`config.mk`:
```
export PLATFORM = sky130hd
export DESIGN_NAME = adpcm_audio_record_decoder_top
export DESIGN_NICKNAME = d
export VERILOG_FILES = /design/src/hdl/adrd_top_body.sv /design/src/hdl/adrd_pkg.sv /design/src/hdl/adpcm_audio_record_decoder_top.sv /design/src/hdl/adrd_fifo.sv /design/src/hdl/adrd_front.sv /design/src/hdl/adrd_back.sv
export SDC_FILE = /design/constraint.sdc
export NUM_CORES = 2
export LEC_CHECK = 0
export BUFFER_PORTS_ARGS = -buffer_cell sky130_fd_sc_hd__buf_2
export CORE_MARGIN = 3
export CORE_UTILIZATION = 40
export DETAILED_ROUTE_END_ITERATION = 10
export GPL_TIMING_DRIVEN = 0
export SYNTH_ARGS = -nofsm -noshare
export SYNTH_HDL_FRONTEND = slang
export SYNTH_SLANG_ARGS = --single-unit
```
`constraint.sdc`:
```
create_clock -name clk -period 11.8 [get_ports clk]
set_clock_uncertainty 0.15 [all_clocks]
set_input_delay 0 -clock clk [delete_from_list [all_inputs] [get_ports clk]]
set_output_delay 0 -clock clk [all_outputs]
set_load 0.01 [all_outputs]
```
`src/hdl/adrd_top_body.sv`:
```
// Holds no design units; the top level is in adpcm_audio_record_decoder_top.sv.
// No dependencies.
`timescale 1ns / 1ps

```
`src/hdl/adrd_pkg.sv`:
```
// Shared types and constants for the ADPCM audio record decoder.
// No dependencies.
`timescale 1ns / 1ps
package adrd_pkg;

  localparam int unsigned MAX_SAMPLES_DEF = 65535;
  localparam int unsigned HEADER_BYTES    = 80;
  localparam int unsigned COEF_WORDS      = 32;
  localparam int unsigned CMD_DEPTH       = 2;

  localparam logic [1:0] CH_LEFT  = 2'd0;
  localparam logic [1:0] CH_RIGHT = 2'd1;
  localparam logic [1:0] CH_BOTH  = 2'd2;

  typedef struct packed {
    logic [7:0] data_byte;
    logic       record_start;
  } in_t;

  typedef struct packed {
    logic signed [15:0] pcm_sample;
    logic [1:0]         channel;
    logic [15:0]        sample_index;
    logic               last_of_item;
    logic               record_done;
  } out_t;

  // One sample to decode
  typedef struct packed {
    logic [3:0]  nib;
    logic        side;
    logic [2:0]  pred;
    logic [3:0]  scale;
    logic        load_hist;
    logic [1:0]  channel;
    logic [15:0] index;
    logic        last;
    logic        done;
  } cmd_t;

  // Header word write: words 0..31 are coefficients, 32..35 start history
  typedef struct packed {
    logic        we;
    logic [5:0]  addr;
    logic [15:0] data;
  } wr_t;

endpackage

```
`src/hdl/adpcm_audio_record_decoder_top.sv`:
```
// Channel  | ports                         | transfer when
// in       | in_push, in_full, in_data     | in_push && !in_full
// out      | out_pop, out_empty, out_data  | out_pop && !out_empty
//
// A data byte yields up to two samples; each sample passes through the
// back datapath steps (two coefficient memory reads, two multiplies, sum, round).
// Header bytes wait until the back part has drained, so coefficients change
// only when no sample is in flight. Reset is synchronous, active low.
// The output register holds one result; the back stalls in rounding while it is full and not popped.
// Depends on adrd_pkg, adrd_front, adrd_fifo, adrd_back.
`timescale 1ns / 1ps
module adpcm_audio_record_decoder_top #(
  parameter int unsigned MAX_SAMPLES = adrd_pkg::MAX_SAMPLES_DEF
) (
  input  logic           clk,
  input  logic           rst_n,
  input  logic           in_push,
  input  adrd_pkg::in_t  in_data,
  output logic           in_full,
  output adrd_pkg::out_t out_data,
  output logic           out_empty,
  input  logic           out_pop
);
  import adrd_pkg::*;

  cmd_t q_wdata, q_rdata;
  logic q_push, q_full, q_empty, q_pop, back_idle;
  wr_t  wr;

  adrd_front #(.MAX_SAMPLES(MAX_SAMPLES)) u_front (
    .clk, .rst_n, .in_push, .in_data, .in_full,
    .q_wdata, .q_push, .q_full, .q_empty, .back_idle, .wr
  );

  adrd_fifo #(.DEPTH(CMD_DEPTH)) u_fifo (
    .clk, .rst_n, .push(q_push), .wdata(q_wdata), .full(q_full),
    .pop(q_pop), .rdata(q_rdata), .empty(q_empty)
  );

  adrd_back u_back (
    .clk, .rst_n, .wr, .q_rdata, .q_empty, .q_pop, .back_idle,
    .out_data, .out_empty, .out_pop
  );

  a_no_overflow: assert property (@(posedge clk) disable iff (!rst_n)
    !(q_push && q_full)) else $error("command queue overflow");

  a_hdr_write_idle: assert property (@(posedge clk) disable iff (!rst_n)
    wr.we |-> (back_idle && q_empty)) else $error("header write while busy");

  a_reset_empty: assert property (@(posedge clk)
    !rst_n |=> out_empty) else $error("result after reset");
endmodule

```
`src/hdl/adrd_fifo.sv`:
```
// Short command queue between front and back.
// Depends on adrd_pkg.
`timescale 1ns / 1ps
module adrd_fifo #(
  parameter int unsigned DEPTH = adrd_pkg::CMD_DEPTH
) (
  input  logic          clk,
  input  logic          rst_n,
  input  logic          push,
  input  adrd_pkg::cmd_t wdata,
  output logic          full,
  input  logic          pop,
  output adrd_pkg::cmd_t rdata,
  output logic          empty
);
  import adrd_pkg::*;

  localparam int unsigned AW = (DEPTH > 1) ? $clog2(DEPTH) : 1;

  cmd_t          mem_r [DEPTH];
  logic [AW-1:0] wp_r, rp_r;
  logic [AW:0]   cnt_r;

  assign full  = (cnt_r == (AW+1)'(DEPTH));
  assign empty = (cnt_r == '0);
  assign rdata = mem_r[rp_r];

  always_ff @(posedge clk) begin
    if (!rst_n) begin
      wp_r  <= '0;
      rp_r  <= '0;
      cnt_r <= '0;
    end else begin
      if (push && !full) begin
        mem_r[wp_r] <= wdata;
        wp_r <= (wp_r == AW'(DEPTH-1)) ? '0 : wp_r + 1'b1;
      end
      if (pop && !empty)
        rp_r <= (rp_r == AW'(DEPTH-1)) ? '0 : rp_r + 1'b1;
      cnt_r <= cnt_r + (AW+1)'(push && !full) - (AW+1)'(pop && !empty);
    end
  end
endmodule

```
`src/hdl/adrd_front.sv`:
```
// Front: takes record bytes, parses the header and turns data nibbles into commands.
// Depends on adrd_pkg.
`timescale 1ns / 1ps
module adrd_front #(
  parameter int unsigned MAX_SAMPLES = adrd_pkg::MAX_SAMPLES_DEF
) (
  input  logic           clk,
  input  logic           rst_n,
  input  logic           in_push,
  input  adrd_pkg::in_t  in_data,
  output logic           in_full,
  output adrd_pkg::cmd_t q_wdata,
  output logic           q_push,
  input  logic           q_full,
  input  logic           q_empty,
  input  logic           back_idle,
  output adrd_pkg::wr_t  wr
);
  import adrd_pkg::*;

  typedef enum logic [2:0] {P_IDLE, P_HEADER, P_LEFT, P_SKIP, P_RIGHT} phase_t;

  phase_t      phase_r, phase_nxt;
  logic [31:0] bpos_r, bpos_nxt;
  logic [31:0] roff_r, roff_nxt;
  logic [31:0] craw_r, craw_nxt;
  logic [15:0] total_r, total_nxt;
  logic [15:0] done_r, done_nxt;
  logic [3:0]  ncnt_r, ncnt_nxt;
  logic [2:0]  pred_r, pred_nxt;
  logic [3:0]  scale_r, scale_nxt;
  logic        load_r, load_nxt;
  logic [7:0]  hi_r, hi_nxt;
  cmd_t        pend_r, pend_nxt;
  logic        pend_v_r, pend_v_nxt;

  logic        accept, hdr_now;
  cmd_t        c0, c1;
  logic        c0_v, c1_v;
  logic [7:0]  b;
  logic [31:0] bp;
  logic [31:0] sub;
  logic        side;
  logic [1:0]  chan;
  logic [16:0] total_w;

  assign hdr_now = in_data.record_start || (phase_r == P_HEADER);
  assign in_full = pend_v_r || q_full || (hdr_now && !(q_empty && back_idle));
  assign accept  = in_push && !in_full;
  assign b       = in_data.data_byte;

  always_comb begin
    phase_nxt  = phase_r;
    bpos_nxt   = bpos_r;
    roff_nxt   = roff_r;
    craw_nxt   = craw_r;
    total_nxt  = total_r;
    done_nxt   = done_r;
    ncnt_nxt   = ncnt_r;
    pred_nxt   = pred_r;
    scale_nxt  = scale_r;
    load_nxt   = load_r;
    hi_nxt     = hi_r;
    pend_nxt   = pend_r;
    pend_v_nxt = pend_v_r;
    c0         = '0;
    c1         = '0;
    c0_v       = 1'b0;
    c1_v       = 1'b0;
    wr         = '0;
    bp         = bpos_r;
    sub        = '0;
    side       = 1'b0;
    chan       = CH_LEFT;
    total_w    = '0;
    q_push     = 1'b0;
    q_wdata    = pend_r;

    if (pend_v_r) begin
      // second sample of the previous byte
      if (!q_full) begin
        q_push     = 1'b1;
        pend_v_nxt = 1'b0;
      end
    end else if (accept) begin
      if (in_data.record_start) begin
        phase_nxt = P_HEADER;
        bp        = '0;
      end
      if (phase_nxt == P_HEADER) begin
        if (bp < 32'd4) begin
          roff_nxt = {roff_r[23:0], b};
        end else if (bp < 32'd8) begin
          craw_nxt = {craw_r[23:0], b};
        end else begin
          sub = bp - 32'd8;
          if (!sub[0]) begin
            hi_nxt = b;
          end else begin
            wr.we   = 1'b1;
            wr.addr = sub[6:1];
            wr.data = {hi_r, b};
          end
        end
        if (bp == 32'(HEADER_BYTES - 1)) begin
          bpos_nxt = '0;
          if (craw_nxt[31])
            total_w = '0;
          else if (craw_nxt > 32'(MAX_SAMPLES))
            total_w = 17'(MAX_SAMPLES);
          else
            total_w = {1'b0, craw_nxt[15:0]};
          total_nxt = total_w[15:0];
          if (total_w == '0) begin
            phase_nxt = P_IDLE;
          end else begin
            phase_nxt = P_LEFT;
            ncnt_nxt  = '0;
            done_nxt  = '0;
            load_nxt  = 1'b1;
          end
        end else begin
          bpos_nxt = bp + 32'd1;
        end
      end else if (phase_nxt != P_IDLE) begin
        if (phase_nxt == P_SKIP && bp >= roff_r) begin
          phase_nxt = P_RIGHT;
          ncnt_nxt  = '0;
          done_nxt  = '0;
          load_nxt  = 1'b1;
        end
        side = (phase_nxt == P_RIGHT);
        chan = (roff_r == '0) ? CH_BOTH : (side ? CH_RIGHT : CH_LEFT);
        if (phase_nxt == P_LEFT || phase_nxt == P_RIGHT) begin
          if (ncnt_nxt == '0) begin
            pred_nxt  = b[6:4];
            scale_nxt = b[3:0];
            ncnt_nxt  = 4'd2;
          end else begin
            c0_v         = 1'b1;
            c0.nib       = b[7:4];
            c0.side      = side;
            c0.pred      = pred_r;
            c0.scale     = scale_r;
            c0.load_hist = load_nxt;
            c0.channel   = chan;
            c0.index     = done_nxt;
            c0.last      = 1'b1;
            load_nxt     = 1'b0;
            done_nxt     = done_nxt + 16'd1;
            ncnt_nxt     = ncnt_nxt + 4'd1;
            if (done_nxt >= total_r) begin
              if (phase_nxt == P_LEFT && roff_r != '0) begin
                phase_nxt = P_SKIP;
              end else begin
                phase_nxt = P_IDLE;
                c0.done   = 1'b1;
              end
            end else begin
              c1_v       = 1'b1;
              c0.last    = 1'b0;
              c1         = c0;
              c1.nib     = b[3:0];
              c1.load_hist = 1'b0;
              c1.index   = done_nxt;
              c1.last    = 1'b1;
              done_nxt   = done_nxt + 16'd1;
              ncnt_nxt   = ncnt_nxt + 4'd1;
              if (done_nxt >= total_r) begin
                if (phase_nxt == P_LEFT && roff_r != '0) begin
                  phase_nxt = P_SKIP;
                end else begin
                  phase_nxt = P_IDLE;
                  c1.done   = 1'b1;
                end
              end
            end
          end
        end
        if (bp != 32'hFFFF_FFFF)
          bpos_nxt = bp + 32'd1;
        else
          bpos_nxt = bp;
      end
      if (c0_v) begin
        q_push  = 1'b1;
        q_wdata = c0;
      end
      if (c1_v) begin
        pend_nxt   = c1;
        pend_v_nxt = 1'b1;
      end
    end
  end

  always_ff @(posedge clk) begin
    if (!rst_n) begin
      phase_r  <= P_IDLE;
      bpos_r   <= '0;
      roff_r   <= '0;
      craw_r   <= '0;
      total_r  <= '0;
      done_r   <= '0;
      ncnt_r   <= 4'd2;
      pred_r   <= '0;
      scale_r  <= '0;
      load_r   <= 1'b0;
      pend_v_r <= 1'b0;
    end else begin
      phase_r  <= phase_nxt;
      bpos_r   <= bpos_nxt;
      roff_r   <= roff_nxt;
      craw_r   <= craw_nxt;
      total_r  <= total_nxt;
      done_r   <= done_nxt;
      ncnt_r   <= ncnt_nxt;
      pred_r   <= pred_nxt;
      scale_r  <= scale_nxt;
      load_r   <= load_nxt;
      pend_v_r <= pend_v_nxt;
    end
    hi_r   <= hi_nxt;
    pend_r <= pend_nxt;
  end
endmodule

```
`src/hdl/adrd_back.sv`:
```
// Back: coefficient memory, start history and the sample datapath.
// Depends on adrd_pkg.
`timescale 1ns / 1ps
module adrd_back (
  input  logic           clk,
  input  logic           rst_n,
  input  adrd_pkg::wr_t  wr,
  input  adrd_pkg::cmd_t q_rdata,
  input  logic           q_empty,
  output logic           q_pop,
  output logic           back_idle,
  output adrd_pkg::out_t out_data,
  output logic           out_empty,
  input  logic           out_pop
);
  import adrd_pkg::*;

  typedef enum logic [2:0] {B_IDLE, B_C1, B_M1, B_SUM, B_RND} bst_t;

  logic [15:0]        coef_mem [COEF_WORDS];
  logic [15:0]        mem_q_r;
  logic [4:0]         rd_addr;
  logic [15:0]        sh0_r, sh1_r, sh2_r, sh3_r;
  bst_t               st_r;
  cmd_t               cmd_r;
  logic signed [15:0] h1_r, h2_r;
  logic signed [31:0] p0_r, p1_r;
  logic signed [33:0] acc_r;
  out_t               out_r;
  logic               out_v_r;

  logic signed [33:0] nterm;
  logic signed [39:0] y, yr;
  logic signed [31:0] clamped;
  logic [15:0]        lowb;
  logic               rnd_fire;

  assign q_pop     = (st_r == B_IDLE) && !q_empty;
  assign back_idle = (st_r == B_IDLE);
  assign out_data  = out_r;
  assign out_empty = !out_v_r;
  assign rnd_fire  = (st_r == B_RND) && (!out_v_r || out_pop);

  always_comb begin
    unique case (st_r)
      B_IDLE:  rd_addr = {q_rdata.side, q_rdata.pred, 1'b0};
      default: rd_addr = {cmd_r.side, cmd_r.pred, 1'b1};
    endcase
  end

  // memory: one write, one registered read
  always_ff @(posedge clk) begin
    if (wr.we && !wr.addr[5])
      coef_mem[wr.addr[4:0]] <= wr.data;
    mem_q_r <= coef_mem[rd_addr];
  end

  always_comb begin
    nterm   = (34'(signed'(cmd_r.nib)) <<< cmd_r.scale) <<< 11;
    y       = 40'(acc_r) <<< 5;
    lowb    = y[15:0];
    yr      = y;
    if (lowb > 16'h8000 || (lowb == 16'h8000 && y[16]))
      yr = y + 40'sh10000;
    if (yr > 40'sd2147483647)
      clamped = 32'h7FFF_FFFF;
    else if (yr < -40'sd2147483648)
      clamped = 32'h8000_0000;
    else
      clamped = yr[31:0];
  end

  always_ff @(posedge clk) begin
    if (!rst_n) begin
      st_r    <= B_IDLE;
      out_v_r <= 1'b0;
      h1_r    <= '0;
      h2_r    <= '0;
    end else begin
      out_v_r <= rnd_fire || (out_v_r && !out_pop);
      unique case (st_r)
        B_IDLE: begin
          if (!q_empty) begin
            cmd_r <= q_rdata;
            if (q_rdata.load_hist) begin
              h1_r <= q_rdata.side ? sh2_r : sh0_r;
              h2_r <= q_rdata.side ? sh3_r : sh1_r;
            end
            st_r <= B_C1;
          end
        end
        B_C1: begin
          p0_r <= signed'(mem_q_r) * h1_r;
          st_r <= B_M1;
        end
        B_M1: begin
          p1_r <= signed'(mem_q_r) * h2_r;
          st_r <= B_SUM;
        end
        B_SUM: begin
          acc_r <= 34'(p0_r) + 34'(p1_r) + nterm;
          st_r  <= B_RND;
        end
        B_RND: begin
          // hold until the output register is free
          if (rnd_fire) begin
            out_r.pcm_sample   <= clamped[31:16];
            out_r.channel      <= cmd_r.channel;
            out_r.sample_index <= cmd_r.index;
            out_r.last_of_item <= cmd_r.last;
            out_r.record_done  <= cmd_r.done;
            h2_r               <= h1_r;
            h1_r               <= clamped[31:16];
            st_r               <= B_IDLE;
          end
        end
        default: st_r <= B_IDLE;
      endcase
    end
    if (wr.we && wr.addr[5]) begin
      case (wr.addr[1:0])
        2'd0:    sh0_r <= wr.data;
        2'd1:    sh1_r <= wr.data;
        2'd2:    sh2_r <= wr.data;
        default: sh3_r <= wr.data;
      endcase
    end
  end
endmodule

```
==> metrics.yaml <==
outcome:
  outcome: "finished, final reports clean"
synth:
  synth_area_mm2: 0.0666
  syn_avg_cell_area_um2: 11.0
  synth.most_common_cell: "edfxtp_1"
  netlist.area_leader.share: 0.382
  synth_edf_count: 848
  synth_cell_types: 100
  synthCells: 6033
  yosysWarnings: 0
  seq_area_frac_synth: 0.443
  ys_async_sr_fraction: 0
  synth_area_leaders: "edfxtp_1 38%, fa_1 16%, dfxtp_1 6.0%"
  synthFlopType: "edfxtp_1"
  yosys-top-cells-count: "848 x edfxtp_1, 743 x nand2_1, 652 x inv_1"
  syn_nets: 6866
  ys_ff_latch: 1049
  synth_top_area_cell: "edfxtp_1"
critical_path:
  end_kind: "register"
  cpMaxStageDelayCell: "inv_1"
  cp-start-kind: "primary input"
  crit_type: "primary input to register"
  reg2reg_from: "u_front.bpos_r[18]"
  crit_required_ns: 11.97
  r2r-end: "u_front.pend_r[14]"
  r2r_setup_slack_ns: 2.54
  crit_start: "in_data[0]"
  path_max_fanout: 32
  r2r_cells: 27
  slowest_delay_ns: 0.97
  worstPathArrival_ns: 11.23
cells_and_area:
  drive_gt1_frac: 0.0634
  final_cells: 8515
  area_growth_pct: 11.0
  nNetsFinal: 7063
min_path:
  hold_path_class: "primary input to register"
  holdCritStartpoint: "in_data[5]"
  min_to: "u_front.roff_r[4]"
  hold-path-cell-count: 4
floorplan:
  top_level_ports: 51
  initial_core_util: 0.403
  die_h_um: 414
  core-area_mm2: 0.165
  die_area_mm2: 0.171
  rows: 149
  die_x_um: 414
global_route:
  grt.total_usage: 0.211
  grt_overflow: 0
  grt_max_degree: 37
  grt_antenna_before_repair: 9
  grt_pass1_wl_um: 279000
  grt_pass1_vias: 46100
cts:
  clock-sinks: 1049
  htreeDepth: 3
  clk_latency_ns: 0.73
  numCtsBuffers: 110
  ctsResizeCount: 0
  cts_setup_buffers: 0
  cts_root_buf: "clkbuf_16"
  path_clk_slew_ns: 0.06
  ctsLongestPathBuffers: 3
  tritoncts: "done"
detailed_routing:
  first_pass_iters: 6
  drt_wl_total_um: 182000
  via_count: 45700
  drt_iter0_markers: 3676
  drcViolationCount: 0
  ant_nets: 0
  wl_per_cell_um: 21.3
  via_per_inst: 5.36
timing:
  rsz0062_at_grt: "false"
  fin_hold_ws_ns: 0.0688
  final-hold-violation-count: 0
  slew_violations: 0
  finalCritPeriodShare: 0.938
  timing.fmax_mhz: 90.4
  setup_viol: 0
  period_minus_slack_ns: 11.06
  slew_headroom: 0.0955
  final.setup.tns_ns: 0
  worstMarginPinSlew_ns: 1.35
place:
  hpwl_um: 137000
  dpl.cell_count: 8293
  numPortBuffers: 49
  gp_congestion: 0.926
flow_run:
  drv_cap: 0
power_and_ir_drop:
  p_per_area_mw_per_mm2: 198
  p_leak_nw: 29.6
  vdd_drop_max_uv: 330
layout make-up:
class / instances / area (um2)
fillers: 15400 / 91300
diodes: 4 / 10.0
clock buffers: 142 / 2960
inverters: 655 / 2460
multi-input cells: 4008 / 33500
clock inverters: 62 / 747
flip-flops and latches: 1049 / 29500
plain buffers: 321 / 1290
repair buffers: 85 / 714
well taps: 2189 / 2740
worst max-delay path: cells and delay by family:
kind	cells	cell delay (ns)
and+or+nand+nor	9	1.92
adders and majority gates	3	0.79
buffers and inverters	12	5.30
AOI/OAI and AO/OA	9	2.96
xor gates and xnor gates	1	0.19
cells in the final DEF (no fill, tap or decap), types with 13 or more instances in the layout:
cell,count
a21oi_1,302
fa_1,526
nor2b_1,138
a21o_1,67
clkbuf_1,276
o21bai_1,21
o21a_1,18
a311oi_1,56
a211oi_1,217
nand4_1,42
and3_1,37
and2_2,16
buf_6,18
nor3_1,62
nor4_1,31
o21ai_1,15
dfxtp_1,201
a22o_1,25
clkbuf_16,112
mux2_2,36
xnor2_1,139
nand2b_1,71
nor2_1,235
bufinv_16,15
buf_2,81
ha_1,294
dlygate4sd3_1,13
clkinv_1,24
a31oi_1,39
xor2_1,49
mux2i_1,195
buf_1,31
and2_1,217
edfxtp_1,848
nand3_1,90
nor2_2,30
o21ai_0,108
nand2_1,743
inv_1,652
metal layers:
| metal | GRT usage | wire, um | vias to the layer above |
|---|---|---|---|
| li1 | - | - | 21100 |
| met1 | 0.288 | 78300 | 22900 |
| met2 | 0.350 | 86600 | 1416 |
| met3 | 0.0261 | 10600 | 265 |
| met4 | 0.0681 | 6040 | 0 |
| met5 | 0 | 0 | - |
power by group:
| part | internal [mW] | total, mW | leakage (nW) | switching, mW |
|---|---|---|---|---|
| logic | 2.18 | 6.65 | 17.2 | 4.47 |
| clock network | 2.10 | 3.56 | 1.78 | 1.46 |
| registers | 4.28 | 4.45 | 10.6 | 0.172 |
| total | 8.56 | 14.7 | 29.6 | 6.10 |
how the worst max path moves through the flow:
stage | depth (start not counted) | slack (ns) | to
CTS | 34 | 0.94 | u_front.pend_r[14]
floorplan | 31 | 4.46 | u_front.pend_r[0]
detailed placement | 33 | 0.72 | u_front.pend_r[14]
finish | 34 | 0.74 | u_front.pend_r[14]
global route | 33 | 0.19 | u_front.pend_r[27]
global placement | 33 | 0.71 | u_front.pend_r[12]
per-stage QoR:
| stage | total power [mW] | instance area (um2) | worst slack, ns | utilization |
|---|---|---|---|---|
| 5_1_grt | 15.6 | 73900 | 0.188 | 0.447 |
| 2_1_floorplan | 8.66 | 66600 | 4.46 | - |
| 3_5_place_dp | 11.2 | 70000 | 0.718 | 0.424 |
| 6_report | 14.7 | 73900 | 0.737 | 0.447 |
| 3_3_place_gp | 11.2 | 69600 | 0.705 | 0.421 |
| 4_1_cts | 14.8 | 73800 | 0.940 | 0.447 |
logic make-up after synthesis:
kind of cell               after synthesis  synth area share
buffers and inverters                  976            0.0563
muxes                                  232            0.0356
and+or+nand+nor                       1795             0.130
DFF                                   1049             0.443
AOI/OAI and AO/OA                      973            0.0970
adders and majority gates              820             0.213
xor gates and xnor gates               188            0.0247
state kept, by name, summed over array words and instances (netlist names), 8 cells and up, named ones only:
name / flops
u_back.h1_r: 16
u_front.roff_r: 32
u_front.total_r: 16
u_front.bpos_r: 32
u_back.acc_r: 34
u_back.h2_r: 16
u_fifo.mem_r: 66
u_front.hi_r: 8
u_front.craw_r: 32
u_back.sh0_r: 16
u_back.p0_r: 32
u_front.done_r: 16
u_back.cmd_r: 32
u_back.sh2_r: 16
u_back.sh3_r: 16
u_back.mem_q_r: 16
u_back.p1_r: 32
u_front.pend_r: 32
u_back.sh1_r: 16
u_back.coef_mem: 512
u_back.out_data: 36
what timing repair did:
action,4_1_cts,5_1_grt
endpoints found under the hold margin,231,0
hold buffers,13,0
endpoints found under the setup margin,0,0
Note: power is estimated with default switching activity, not from simulation.
